===== src/rtl/core/tcce_pkg.sv =====
// Shared types and constants of the text console cursor engine.
`default_nettype none
package tcce_pkg;

    typedef enum logic [2:0] {
        ST_CLEAR,
        ST_IDLE,
        ST_EXEC,
        ST_READ,
        ST_COPY
    } tcce_state_t;

    localparam logic [1:0] CMD_PUT  = 2'd0;
    localparam logic [1:0] CMD_SET  = 2'd1;
    localparam logic [1:0] CMD_READ = 2'd2;

    localparam logic [7:0] CH_BS = 8'h08;
    localparam logic [7:0] CH_HT = 8'h09;
    localparam logic [7:0] CH_VT = 8'h0b;
    localparam logic [7:0] CH_CR = 8'h0d;
    localparam logic [7:0] CH_LF = 8'h0a;

    localparam logic [7:0] COLOR_RESET = 8'h20;

    typedef struct packed {
        logic we;
        logic re;
    } tcce_mem_ctl_t;

endpackage
`default_nettype wire


===== src/rtl/core/tcce_ctrl.sv =====
// Command sequencer: cursor, cell writes and reads, scroll copy and clear sweeps.
`default_nettype none
module tcce_ctrl #(
    parameter int COLS = 80,
    parameter int ROWS = 25
) (
    input  wire                 clk,
    input  wire                 rst_n,
    input  wire                 in_valid,
    output logic                in_ready,
    input  wire [1:0]           cmd,
    input  wire [7:0]           char_code,
    input  wire [6:0]           col,
    input  wire [4:0]           row,
    input  wire [7:0]           text_color,
    output logic                out_valid,
    input  wire                 out_ready,
    output logic [10:0]         cursor_pos,
    output logic [7:0]          cell_char,
    output logic [7:0]          cell_color,
    output logic                scrolled,
    output tcce_pkg::tcce_mem_ctl_t mem_ctl,
    output logic [$clog2(COLS*ROWS)-1:0] mem_waddr,
    output logic [15:0]         mem_wdata,
    output logic [$clog2(COLS*ROWS)-1:0] mem_raddr,
    input  wire [15:0]          mem_rdata
);
    import tcce_pkg::*;

    localparam int CELLS  = COLS * ROWS;
    localparam int ADDR_W = $clog2(CELLS);
    localparam int CNT_W  = $clog2(CELLS + 1);
    localparam int COL_W  = $clog2(COLS);
    localparam int ROW_W  = $clog2(ROWS);

    tcce_state_t        state_reg, state_next;
    logic [CNT_W-1:0]   cnt_reg, cnt_next;
    logic [1:0]         cmd_reg, cmd_next;
    logic [7:0]         ch_reg, ch_next;
    logic [COL_W-1:0]   arg_col_reg, arg_col_next;
    logic [ROW_W-1:0]   arg_row_reg, arg_row_next;
    logic [COL_W-1:0]   cur_col_reg, cur_col_next;
    logic [ROW_W-1:0]   cur_row_reg, cur_row_next;
    logic               pend_reg, pend_next;
    logic [ADDR_W-1:0]  pend_addr_reg, pend_addr_next;
    logic               out_valid_reg, out_valid_next;
    logic [10:0]        cursor_pos_reg, cursor_pos_next;
    logic [7:0]         cell_char_reg, cell_char_next;
    logic [7:0]         cell_color_reg, cell_color_next;
    logic               scrolled_reg, scrolled_next;

    logic               out_free;
    logic [8:0]         col_wide;
    logic [6:0]         row_wide;
    logic [COL_W-1:0]   col_sat;
    logic [ROW_W-1:0]   row_sat;
    logic [ADDR_W-1:0]  cur_lin;
    logic [ADDR_W-1:0]  arg_lin;
    logic [ROW_W:0]     row_tmp;
    logic [COL_W-1:0]   col_tmp;
    logic               col_last;

    assign out_free = !out_valid_reg || out_ready;

    // Out-of-range positions saturate to the last column and row.
    assign col_wide = 9'(col);
    assign row_wide = 7'(row);
    assign col_sat = (col_wide > 9'(COLS - 1)) ? COL_W'(COLS - 1) : COL_W'(col_wide);
    assign row_sat = (row_wide > 7'(ROWS - 1)) ? ROW_W'(ROWS - 1) : ROW_W'(row_wide);

    assign cur_lin = ADDR_W'(32'(cur_row_reg) * 32'(COLS) + 32'(cur_col_reg));
    assign arg_lin = ADDR_W'(32'(arg_row_reg) * 32'(COLS) + 32'(arg_col_reg));
    assign col_last = (cur_col_reg == COL_W'(COLS - 1));

    always_ff @(posedge clk or negedge rst_n)
    begin
        if (!rst_n)
        begin
            state_reg     <= ST_CLEAR;
            cnt_reg       <= '0;
            cur_col_reg   <= '0;
            cur_row_reg   <= '0;
            pend_reg      <= 1'b0;
            out_valid_reg <= 1'b0;
        end
        else
        begin
            state_reg     <= state_next;
            cnt_reg       <= cnt_next;
            cur_col_reg   <= cur_col_next;
            cur_row_reg   <= cur_row_next;
            pend_reg      <= pend_next;
            out_valid_reg <= out_valid_next;
        end
    end

    always_ff @(posedge clk)
    begin
        cmd_reg        <= cmd_next;
        ch_reg         <= ch_next;
        arg_col_reg    <= arg_col_next;
        arg_row_reg    <= arg_row_next;
        pend_addr_reg  <= pend_addr_next;
        cursor_pos_reg <= cursor_pos_next;
        cell_char_reg  <= cell_char_next;
        cell_color_reg <= cell_color_next;
        scrolled_reg   <= scrolled_next;
    end

    always_comb
    begin
        state_next      = state_reg;
        cnt_next        = cnt_reg;
        cmd_next        = cmd_reg;
        ch_next         = ch_reg;
        arg_col_next    = arg_col_reg;
        arg_row_next    = arg_row_reg;
        cur_col_next    = cur_col_reg;
        cur_row_next    = cur_row_reg;
        pend_next       = pend_reg;
        pend_addr_next  = pend_addr_reg;
        out_valid_next  = out_valid_reg && !out_ready;
        cursor_pos_next = cursor_pos_reg;
        cell_char_next  = cell_char_reg;
        cell_color_next = cell_color_reg;
        scrolled_next   = scrolled_reg;
        in_ready        = 1'b0;
        mem_ctl         = '0;
        mem_waddr       = cur_lin;
        mem_wdata       = {text_color, ch_reg};
        mem_raddr       = arg_lin;
        row_tmp         = {1'b0, cur_row_reg};
        col_tmp         = cur_col_reg;

        case (state_reg)
            ST_CLEAR:
            begin
                mem_ctl.we = 1'b1;
                mem_waddr  = cnt_reg[ADDR_W-1:0];
                mem_wdata  = '0;
                if (cnt_reg == CNT_W'(CELLS - 1))
                begin
                    state_next = ST_IDLE;
                end
                else
                begin
                    cnt_next = cnt_reg + 1'b1;
                end
            end

            ST_IDLE:
            begin
                in_ready = 1'b1;
                if (in_valid)
                begin
                    cmd_next     = cmd;
                    ch_next      = char_code;
                    arg_col_next = col_sat;
                    arg_row_next = row_sat;
                    state_next   = ST_EXEC;
                end
            end

            ST_EXEC:
            begin
                if (out_free)
                begin
                    cell_char_next  = '0;
                    cell_color_next = '0;
                    scrolled_next   = 1'b0;
                    state_next      = ST_IDLE;
                    case (cmd_reg)
                        CMD_PUT:
                        begin
                            case (ch_reg)
                                CH_BS:
                                begin
                                    if (cur_col_reg != '0)
                                    begin
                                        col_tmp = cur_col_reg - 1'b1;
                                    end
                                    else if (cur_row_reg != '0)
                                    begin
                                        col_tmp = COL_W'(COLS - 1);
                                        row_tmp = {1'b0, cur_row_reg} - 1'b1;
                                    end
                                end
                                CH_VT:
                                begin
                                    row_tmp = {1'b0, cur_row_reg} + 1'b1;
                                end
                                CH_CR:
                                begin
                                    col_tmp = '0;
                                end
                                CH_LF:
                                begin
                                    col_tmp = '0;
                                    row_tmp = {1'b0, cur_row_reg} + 1'b1;
                                end
                                default:
                                begin
                                    // All other bytes, control bytes included, are stored; tab only advances.
                                    mem_ctl.we = (ch_reg != CH_HT);
                                    if (col_last)
                                    begin
                                        col_tmp = '0;
                                        row_tmp = {1'b0, cur_row_reg} + 1'b1;
                                    end
                                    else
                                    begin
                                        col_tmp = cur_col_reg + 1'b1;
                                    end
                                end
                            endcase
                            cur_col_next = col_tmp;
                            if (row_tmp == (ROW_W + 1)'(ROWS))
                            begin
                                cur_row_next  = ROW_W'(ROWS - 1);
                                scrolled_next = 1'b1;
                                cnt_next      = CNT_W'(COLS);
                                pend_next     = 1'b0;
                                state_next    = ST_COPY;
                            end
                            else
                            begin
                                cur_row_next = row_tmp[ROW_W-1:0];
                            end
                            out_valid_next = 1'b1;
                        end
                        CMD_SET:
                        begin
                            cur_col_next   = arg_col_reg;
                            cur_row_next   = arg_row_reg;
                            out_valid_next = 1'b1;
                        end
                        CMD_READ:
                        begin
                            mem_ctl.re = 1'b1;
                            state_next = ST_READ;
                        end
                        default:
                        begin
                            out_valid_next = 1'b1;
                        end
                    endcase
                    cursor_pos_next = 11'(32'(cur_row_next) * 32'(COLS) + 32'(cur_col_next));
                end
            end

            ST_READ:
            begin
                if (out_free)
                begin
                    cell_char_next  = mem_rdata[7:0];
                    cell_color_next = mem_rdata[15:8];
                    out_valid_next  = 1'b1;
                    state_next      = ST_IDLE;
                end
            end

            ST_COPY:
            begin
                // Each word read at cnt is written one row up, at cnt - COLS, on the next cycle.
                if (pend_reg)
                begin
                    mem_ctl.we = 1'b1;
                    mem_waddr  = pend_addr_reg;
                    mem_wdata  = mem_rdata;
                end
                if (cnt_reg < CNT_W'(CELLS))
                begin
                    mem_ctl.re     = 1'b1;
                    mem_raddr      = cnt_reg[ADDR_W-1:0];
                    pend_next      = 1'b1;
                    pend_addr_next = ADDR_W'(cnt_reg - CNT_W'(COLS));
                    cnt_next       = cnt_reg + 1'b1;
                end
                else
                begin
                    pend_next  = 1'b0;
                    cnt_next   = CNT_W'(CELLS - COLS);
                    state_next = ST_CLEAR;
                end
            end

            default:
            begin
                state_next = ST_IDLE;
            end
        endcase
    end

    assign out_valid  = out_valid_reg;
    assign cursor_pos = cursor_pos_reg;
    assign cell_char  = cell_char_reg;
    assign cell_color = cell_color_reg;
    assign scrolled   = scrolled_reg;

endmodule
`default_nettype wire

===== config.mk =====
export PLATFORM = sky130hd
export DESIGN_NAME = tcce_ctrl
export DESIGN_NICKNAME = d
export VERILOG_FILES = /design/src/rtl/core/tcce_pkg.sv /design/src/rtl/core/tcce_ctrl.sv
export SDC_FILE = /design/constraint.sdc
export NUM_CORES = 1
export LEC_CHECK = 0
export BUFFER_PORTS_ARGS = -buffer_cell sky130_fd_sc_hd__buf_4
export CAP_MARGIN = 20
export CORE_ASPECT_RATIO = 0.9
export CORE_MARGIN = 2
export CORE_UTILIZATION = 46
export DETAILED_ROUTE_END_ITERATION = 7
export PLACE_DENSITY = 0.68
export SLEW_MARGIN = 10
export SYNTH_ARGS = -nofsm -noshare
export SYNTH_HDL_FRONTEND = slang
export SYNTH_SLANG_ARGS = --single-unit
export TNS_END_PERCENT = 10

===== constraint.sdc =====
create_clock -name clk -period 8.8 [get_ports clk]
set_input_delay 1.76 -clock clk [delete_from_list [all_inputs] [get_ports clk]]
set_output_delay 1.76 -clock clk [all_outputs]
set_load 0.1 [all_outputs]

==> results of run 1 <==
[routing by layer]
metal / part of all wire (%) / wire (um) / GRT usage (%)
met1: 47 / 8538 / 35.95
met4: 1.9 / 348 / 6.886
met5: 0 / 0 / 0
met3: 7.9 / 1433 / 6.887
met2: 43 / 7781 / 38.49
[layout by cell type, fill, tap and decap left out, types with 20 or more instances in the layout]
cell      instances
and2_1           23
buf_4           124
dfrtp_1          27
nand2_1          61
nand3_1          20
a21oi_1          37
ha_1             36
inv_1            25
edfxtp_1         61
nor2_1           35
o21ai_0          57
[synthesized netlist by cell type, types with 3 or more instances]
cell        n  share of area [%]
buf_2       5               0.40
a21o_1      9                1.1
nand3_1    20                1.6
o31a_1      3               0.42
dfrtp_1    28                 11
ha_1       36                7.2
and2_1     23                2.3
nand2_1    61                3.6
o211ai_1    4               0.48
a31oi_1    13                1.3
o21ai_1     3               0.24
clkbuf_1   38                2.3
xor2_1     16                2.2
mux2i_1     6               0.96
a21oi_1    37                2.9
o31ai_1     4               0.48
nand4_1     4               0.40
o2111ai_1   3               0.42
xnor2_1    19                2.6
a22o_1     11                1.5
nor4_1      4               0.40
o22ai_1     8               0.80
fa_1        6                1.9
or3_1       4               0.40
or2_2       3               0.30
nor2_1     36                2.1
inv_1      25                1.5
a22oi_1     4               0.48
nor2b_1    15                1.5
and3_1     10                1.0
mux2_2     17                3.0
nor3b_1     3               0.36
edfxtp_1   61                 29
nor3_1     12               0.96
a211oi_1    4               0.48
nand2b_1   10                1.0
o21ai_0    57                4.5
[layout make-up]
| class | count | area, sq um |
|---|---|---|
| repair buffers | 125 | 945.9 |
| multi-input cells | 507 | 3491 |
| inverters | 25 | 93.84 |
| well taps | 168 | 210.2 |
| flip-flops and latches | 89 | 2534 |
| clock inverters | 5 | 80.08 |
| clock buffers | 11 | 232.7 |
| fillers | 1172 | 5776 |
[per-stage QoR]
stage                     utilization (%)  total power [mW]  hold slack (ns)  setup WS, ns  cell area, sq um
after CTS                           56.66            0.9323           0.4827         3.212              7571
after detailed placement            54.32            0.5168           0.4735         3.227              7258
after floorplan                         -            0.4890           0.4598         2.943              6286
after global routing                56.78            0.9479           0.5005         2.959              7587
final                               56.78            0.9227           0.4887         3.263              7587
after global placement              54.32            0.5164           0.4747         3.284              7258
[worst max path at each step]
stage / from / end / slack [ns]
after floorplan: out_ready / mem_ctl[0] / 2.94
after global placement: out_ready / mem_ctl[1] / 3.28
after detailed placement: out_ready / mem_ctl[1] / 3.23
after CTS: out_ready / mem_ctl[1] / 3.21
after global routing: out_ready / mem_ctl[1] / 2.96
final: out_ready / mem_ctl[1] / 3.26
[power by group]
group	total (mW)	switching, mW	internal [mW]	leakage (nW)
Sequential	0.445	0.0000000000000000154	0.445	0.885
Clock	0.415	0.166	0.248	0.146
Combinational	0.0630	0.0404	0.0226	2.17
[cell families after synthesis]
family | after synthesis | share of synthesized area (%)
and+or+nand+nor | 220 | 18.45
xor gates and xnor gates | 35 | 4.877
AOI/OAI and AO/OA | 186 | 18.91
muxes | 24 | 4.180
DFF | 89 | 40.29
adders and majority gates | 42 | 9.076
buffers and inverters | 69 | 4.220
==> impl_metrics.py, run 1 <==
metrics = {
    "worst_setup_path": {
        "path_buf_inv": 3,
        "crit_fanout": 22,
        "crit-reg2reg-launch": "cur_col_reg[4]",
        "cp-start-kind": "input port",
        "critPathTopFamily": "buffers and inverters",
        "crit_required_ns": 7.04,
        "crit_slowest_cell": "inv_1",
        "cp-end-kind": "output port",
        "ff2ff_path_depth": 13,
        "critPathMaxStageDelay_ns": 0.68,
        "r2r-end": "cursor_pos[10]",
        "reg2reg_slack_ns": 4.02,
        "crit_type": "in -> out",
        "worst-path-stages": 9,
        "cp_cell_sequence": "buf_4 > nand2b_1 > nand2_1 > inv_1 > nand2_1 > a21oi_1 > o21ai_0 > a21oi_1 > buf_4",
        "crit_arrival_ns": 3.78,
    },
    "clock_tree": {
        "post_cts_buffers": 0,
        "root_buffer": "clkbuf_16",
        "clk_latency_ns": 0.36,
        "clockBufferDepth": 2,
        "hold_buffers": 0,
        "ctsHtreeMaxLevel": 3,
        "cts-buffers-inserted": 9,
        "numClockSinks": 89,
        "cts_tree": "yes",
        "path_clk_slew_ns": 0.06,
        "postCtsResizedCells": 0,
    },
    "floorplanning": {
        "start_util_pct": 47.04,
        "design.core.area_sq_um": 13360,
        "pin_count": 120,
        "die_h_um": 114.9,
        "die_area_sq_um": 14620,
        "rows": 40,
        "die_x_um": 127.2,
    },
    "min_path": {
        "holdPathStages": 0,
        "hp-class": "reg -> reg",
        "hold_path_end": "pend_addr_reg[2]",
        "min_from": "cnt_reg[2]",
    },
    "power": {
        "p_leak_nw": 3.199,
        "vdd_ir_drop_max_v": 0.0001065,
        "cellPowerDensity_nw_per_um2": 121.6,
    },
    "synth": {
        "ys_ff_latch": 89,
        "syn_nets": 757,
        "yosys_warnings": 0,
        "syn-cell-area_sq_um": 6286,
        "synth_edf_count": 61,
        "ys_async_sr_fraction_pct": 31.46,
        "syn_inst": 665,
        "synth.distinct_cells": 68,
        "avgSynthCellArea_sq_um": 9.453,
        "seq_area_frac_synth_pct": 40.29,
        "synth_ff_type": "edfxtp_1",
    },
    "placement": {
        "gp_routability_congestion": 0.9422,
        "hpwl_um": 13510,
        "io_buffer_count": 119,
        "dp_cells": 913,
    },
    "run": {
        "maxCapViolations": 0,
    },
    "sta": {
        "maxSlewHeadroom_pct": 40.57,
        "finalSetupViolCount": 0,
        "drv_slew": 0,
        "finalCritPeriodShare_pct": 62.93,
        "fmax_mhz": 180.6,
        "worst_pin_slew_ns": 0.8904,
        "hold_viol_final": 0,
        "setup-tns-final_ns": 0,
        "fin_skew_ns": 0.01012,
        "fin_crit_ns": 5.537,
        "rsz0062_at_grt": "no",
    },
    "grt": {
        "track_usage_pct": 25.31,
        "gr-total-overflow": 0,
        "grt_max_degree": 42,
        "antenna_found_initial": 0,
        "grt_pass1_wl_um": 28530,
        "grt_pass1_vias": 5247,
    },
    "route": {
        "via_count": 5539,
        "dr.pass1.iters": 5,
        "wire_per_inst_um": 19.46,
        "drc": 0,
        "wirelength_um": 18100,
        "drtIter0Drc": 596,
        "drtAntennaViolNets": 0,
        "via_per_inst": 5.956,
    },
    "finish": {
        "syn_to_final_growth_pct": 20.70,
        "fin_cells": 930,
        "drive_above_1_share_pct": 22.31,
        "num-nets-final": 849,
        "n_antenna_cell": 0,
    },
    "run_status": {
        "status": "complete, no violations",
    },
}
Note: power is estimated with default switching activity, not from simulation.
==> inputs of run 2 (changes only) <==
--- a/config.mk
+++ b/config.mk
@@ -11,7 +11,7 @@
 export CORE_MARGIN = 2
 export CORE_UTILIZATION = 46
 export DETAILED_ROUTE_END_ITERATION = 7
-export PLACE_DENSITY = 0.68
+export PLACE_DENSITY = 0.71
 export SLEW_MARGIN = 10
 export SYNTH_ARGS = -nofsm -noshare
 export SYNTH_HDL_FRONTEND = slang
==> constraint.sdc (replaced) <==
create_clock -name clk -period 4.7 [get_ports clk]
set_input_delay 0.94 -clock clk [delete_from_list [all_inputs] [get_ports clk]]
set_output_delay 0.94 -clock clk [all_outputs]
set_load 0.1 [all_outputs]
==> run 2 against run 1 <==
Effect of this change:
- die area stayed put
- design area is 1.4% higher
- global-route usage is 1.4 points higher
- non-clock buffer count is 16 higher
- combinational power is 87% higher
- setup slack worse by 2.9 ns
- clock skew is 0.0017 ns lower
- sequential cell count stayed put
==> impl_metrics.py, run 2 (synthesis gave the netlist of run 1 again) <==
metrics = {
    "worst_setup_path": {
        "startpoint": "cur_col_reg[1]",
        "cp-end-kind": "flip-flop",
        "reg2reg_slack_ns": 0.38,
        "ff2ff_path_depth": 17,
        "crit_type": "reg -> reg",
        "cp-start-kind": "flip-flop",
        "crit_fanout": 8,
        "crit_arrival_ns": 4.42,
        "r2r-end": "cursor_pos[10]",
        "crit-reg2reg-launch": "cur_col_reg[1]",
        "crit_required_ns": 4.80,
    },
    "grt": {
        "antenna_found_initial": 0,
        "gr-total-overflow": 0,
        "grt_pass1_wl_um": 29750,
        "grt_pass1_vias": 5286,
        "track_usage_pct": 26.70,
        "grt_max_degree": 30,
    },
    "finish": {
        "n_antenna_cell": 0,
        "mostFrequentLayoutCells": "140 x buf_4, 61 x nand2_1, 61 x edfxtp_1",
        "final_common_cell": "buf_4",
        "drive_above_1_share_pct": 23.91,
        "num-nets-final": 865,
        "fin_cells": 946,
        "utilization_pct": 57.57,
        "final_area_sq_um": 7694,
        "syn_to_final_growth_pct": 22.39,
    },
    "route": {
        "via_count": 5698,
        "drc": 0,
        "drtIter0Drc": 508,
        "via_per_inst": 6.023,
        "dr.pass1.iters": 5,
        "wire_per_inst_um": 20.51,
        "wirelength_um": 19400,
        "drtAntennaViolNets": 0,
    },
    "clock_tree": {
        "postCtsResizedCells": 0,
        "path_clk_slew_ns": 0.07,
        "cts-buffers-inserted": 9,
        "numClockSinks": 89,
        "ctsHtreeMaxLevel": 3,
        "hold_buffers": 0,
        "root_buffer": "clkbuf_16",
        "clk_latency_ns": 0.35,
        "post_cts_buffers": 0,
        "cts_tree": "yes",
        "clockBufferDepth": 2,
    },
    "floorplanning": {
        "pin_count": 120,
        "die_area_sq_um": 14620,
        "design.core.area_sq_um": 13360,
        "die_x_um": 127.2,
        "start_util_pct": 47.04,
        "die_h_um": 114.9,
        "rows": 40,
    },
    "sta": {
        "fin_crit_ns": 4.324,
        "finalSetupViolCount": 0,
        "drv_slew": 0,
        "fmax_mhz": 231.2,
        "worst_pin_slew_ns": 0.7240,
        "maxSlewHeadroom_pct": 51.73,
        "rsz0062_at_grt": "no",
        "hold_viol_final": 0,
        "hold_ws_ns": 0.4965,
        "setup-tns-final_ns": 0,
        "worst_slack_ns": 0.3756,
        "fin_skew_ns": 0.008399,
        "finalCritPeriodShare_pct": 92.01,
    },
    "placement": {
        "dp_cells": 929,
        "place_area_sq_um": 7378,
        "gp_routability_congestion": 0.9046,
        "hpwl_um": 14750,
        "io_buffer_count": 119,
        "place_ws_ns": 0.3373,
    },
    "power": {
        "cellPowerDensity_nw_per_um2": 215.9,
        "fin_total_pwr_mw": 1.661,
        "p_leak_nw": 3.280,
        "vdd_ir_drop_max_v": 0.0001807,
    },
    "run": {
        "maxCapViolations": 0,
    },
    "run_status": {
        "status": "complete, no violations",
    },
    "min_path": {
        "min_from": "cnt_reg[2]",
        "hp-class": "reg -> reg",
        "hold_path_end": "pend_addr_reg[2]",
        "holdPathStages": 0,
    },
}
[run 2: changes by cell type in the layout (fill, tap and decap cells not counted), sizes merged]
| cell | previous run | this run |
|---|---|---|
| buf | 125 | 141 |
| bufinv | 2 | 0 |
| clkbuf | 11 | 13 |
| clkinv | 1 | 3 |
| clkinvlp | 2 | 0 |
[run 2: cell type report]
class / count / area [sq um]
fillers: 1199 / 5669
multi-input cells: 507 / 3505
flip-flops and latches: 89 / 2532
repair buffers: 141 / 1066
clock buffers: 13 / 271.5
well taps: 168 / 210.2
inverters: 25 / 93.84
clock inverters: 3 / 15.01
[run 2: worst max path at each step]
stage	end	slack (ns)
final	cursor_pos[10]	0.38
after detailed placement	cursor_pos[10]	0.34
after global placement	cursor_pos[10]	0.45
after floorplan	mem_raddr[2]	0.10
after CTS	cursor_pos[10]	0.32
after global routing	cursor_pos[10]	0.004
[run 2: layer usage]
layer	up-vias	share of wire [%]	global-route usage, %
li1	2647	-	-
met1	2743	47	38.67
met2	285	44	41.61
met3	23	8.3	4.793
met4	0	1.5	7.253
met5	-	0	0
[run 2: worst max-delay path: stages (launching register included)]
cell and delay (ns):
dfrtp_1 0.47, inv_1 0.16, ha_1 0.23, nor2b_1 0.18, nand2_1 0.13, nor3_1 0.43, nor4_1 0.17, or3_1 0.34
a21o_1 0.18, a22oi_1 0.31, ha_1 0.22, ha_1 0.16, inv_1 0.06, fa_1 0.39, xor2_1 0.17, nor3_1 0.21
xor2_1 0.19, xnor2_1 0.07
[run 2: report_power, final]
group	leakage, nW	switching, mW	total [mW]	internal [mW]
sequential	0.885	0.0000000000000000277	0.833	0.833
clock	0.145	0.307	0.710	0.403
combinational	2.25	0.0761	0.118	0.0424
==> inputs of run 3 (changes only) <==
--- a/config.mk
+++ b/config.mk
@@ -10,8 +10,9 @@
 export CORE_ASPECT_RATIO = 0.9
 export CORE_MARGIN = 2
 export CORE_UTILIZATION = 46
+export CTS_CLUSTER_DIAMETER = 120
 export DETAILED_ROUTE_END_ITERATION = 7
-export PLACE_DENSITY = 0.71
+export PLACE_DENSITY = 0.68
 export SLEW_MARGIN = 10
 export SYNTH_ARGS = -nofsm -noshare
 export SYNTH_HDL_FRONTEND = slang
==> constraint.sdc (replaced) <==
create_clock -name clk -period 4.2 [get_ports clk]
set_input_delay 0.84 -clock clk [delete_from_list [all_inputs] [get_ports clk]]
set_output_delay 0.84 -clock clk [all_outputs]
set_load 0.1 [all_outputs]
==> run 3 against run 2 <==
Effect of this change:
- clock power increased by 6.1%
- total power increased by 9.4%
- die area unchanged
- critical path type is now reg -> out
- critical endpoint is now mem_waddr[10]
- largest cell class unchanged
==> impl_metrics.py, run 3 (synthesis gave the netlist of run 1 again) <==
metrics = {
    "power": {
        "p_leak_nw": 3.383,
        "p_seq_share_pct": 51.3,
        "fin_total_pwr_mw": 1.817,
        "intPower_mw": 1.396,
        "swShare_pct": 23.20,
        "power_switching_mw": 0.4216,
        "cellPowerDensity_nw_per_um2": 231.5,
        "vdd_ir_drop_max_v": 0.0002370,
        "p_clk_share_pct": 41.4,
        "power_frac_comb_pct": 7.3,
    },
    "worst_setup_path": {
        "crit_required_ns": 3.36,
        "critPathTopFamily": "adder cells",
        "crit_slowest_cell": "dfrtp_1",
        "path_buf_inv": 2,
        "cp_cell_sequence": "buf_4 > ha_1 > ha_1 > fa_1 > xnor2_1 > nand4b_1 > xnor2_1 > xnor2_1 > o21ai_0 > a21oi_1 > buf_4",
        "crit_arrival_ns": 3.17,
        "critPathMaxStageDelay_ns": 0.42,
        "cp-start-kind": "flip-flop",
        "cpMostUsedCell": "xnor2_1",
        "crit_type": "reg -> out",
        "cp-end-kind": "output port",
        "crit_fanout": 7,
    },
    "sta": {
        "finalSetupViolCount": 0,
        "maxSlewHeadroom_pct": 49.53,
        "hold_viol_final": 0,
        "drv_slew": 0,
        "fin_skew_ns": 0.007417,
        "finalCritPeriodShare_pct": 95.45,
        "fmax_mhz": 249.4,
        "worst_pin_slew_ns": 0.7571,
        "fin_crit_ns": 4.009,
    },
    "min_path": {
        "hp-class": "in -> async",
    },
    "grt": {
        "grt.met2_usage_pct": 42.58,
        "busiest_layer": "met2",
        "grt_pass1_wl_um": 30170,
        "antenna_found_initial": 0,
        "grt_use_met3_pct": 4.235,
        "grt_max_degree": 29,
        "grt_pass1_vias": 5497,
        "track_usage_pct": 26.61,
        "grt_use_met1_pct": 37.71,
        "gr-total-overflow": 0,
    },
    "clock_tree": {
        "hold_buffers": 0,
        "clockBufferDepth": 2,
        "path_clk_slew_ns": 0.07,
        "ctsHtreeMaxLevel": 3,
        "cts-buffers-inserted": 9,
        "root_buffer": "clkbuf_16",
        "clk_latency_ns": 0.36,
        "numClockSinks": 89,
        "cts_tree": "yes",
    },
    "floorplanning": {
        "design.core.area_sq_um": 13360,
        "die_h_um": 114.9,
        "pin_count": 120,
        "die_x_um": 127.2,
        "start_util_pct": 47.04,
        "rows": 40,
        "die_area_sq_um": 14620,
    },
    "route": {
        "drc": 0,
        "via_count": 5731,
        "dr.pass1.iters": 5,
        "drtAntennaViolNets": 0,
        "drtIter0Drc": 679,
        "wire_per_inst_um": 19.88,
        "via_per_inst": 5.957,
        "wirelength_um": 19130,
    },
    "finish": {
        "syn_to_final_growth_pct": 24.90,
        "n_antenna_cell": 0,
        "num-nets-final": 881,
        "fin_cells": 962,
        "drive_above_1_share_pct": 26.83,
        "mostFrequentLayoutCells": "156 x buf_4, 61 x edfxtp_1, 60 x nand2_1",
        "final_common_cell": "buf_4",
    },
    "placement": {
        "hpwl_um": 14730,
        "gp_routability_congestion": 0.9419,
        "io_buffer_count": 119,
        "dp_cells": 944,
    },
    "run": {
        "maxCapViolations": 0,
    },
    "run_status": {
        "status": "complete, no violations",
    },
}
[run 3: worst paths after layout]
path | start | to | slack (ns) | depth (start not counted)
hold reg to reg | cnt_reg[2] | pend_addr_reg[2] | 0.51 | 0
hold / removal | rst_n | cnt_reg[10] | 0.43 | 1
max in group asynchronous | rst_n | cur_col_reg[1] | 3.44 | 1
min in group clk | cnt_reg[2] | pend_addr_reg[2] | 0.51 | 0
setup reg to reg | cur_col_reg[1] | cursor_pos[9] | 0.20 | 16
setup / recovery | cur_row_reg[3] | mem_waddr[10] | 0.19 | 11
[run 3: repair_timing]
action / 4_1_cts / 5_1_grt
setup endpoints to repair: 0 / 2
setup buffers: 0 / 1
gates resized for setup: 0 / 15
[run 3: metal layers]
metal	up-vias	share of wire [%]
li1	2687	-
met1	2736	46
met3	24	7.5
met5	-	0
met4	0	1.5
met2	284	45
[run 3: power by group through the flow]
stage          clock network, mW  logic, mW  registers (mW)
6_report                   0.753      0.132           0.933
5_1_grt                    0.795      0.139           0.932
4_1_cts                    0.766      0.133           0.933
3_5_place_dp                   0      0.132           0.951
3_3_place_gp                   0      0.131           0.951
2_1_floorplan                  0     0.0737           0.951
[run 3: area by class of cell]
type                       instances  area [sq um]
sequential                        89          2535
clock buffer                      13         250.2
inverter                          25         93.84
tap                              168         210.2
timing repair buffer             157          1186
fill                            1176          5512
multi-input combinational        507          3558
clock inverter                     3         17.52
[run 3: stage by stage]
stage	area (sq um)	setup TNS [ns]	worst slack (ns)	utilization, %	hold slack [ns]
2_1_floorplan	6286	-1.856	-0.2965	-	0.4598
3_3_place_gp	7491	0	0.1984	56.06	0.4759
3_5_place_dp	7491	0	0.05287	56.06	0.4865
4_1_cts	7759	0	0.03697	58.06	0.4279
5_1_grt	7851	-0.009123	-0.009123	58.75	0.4487
6_report	7851	0	0.1911	58.75	0.4315
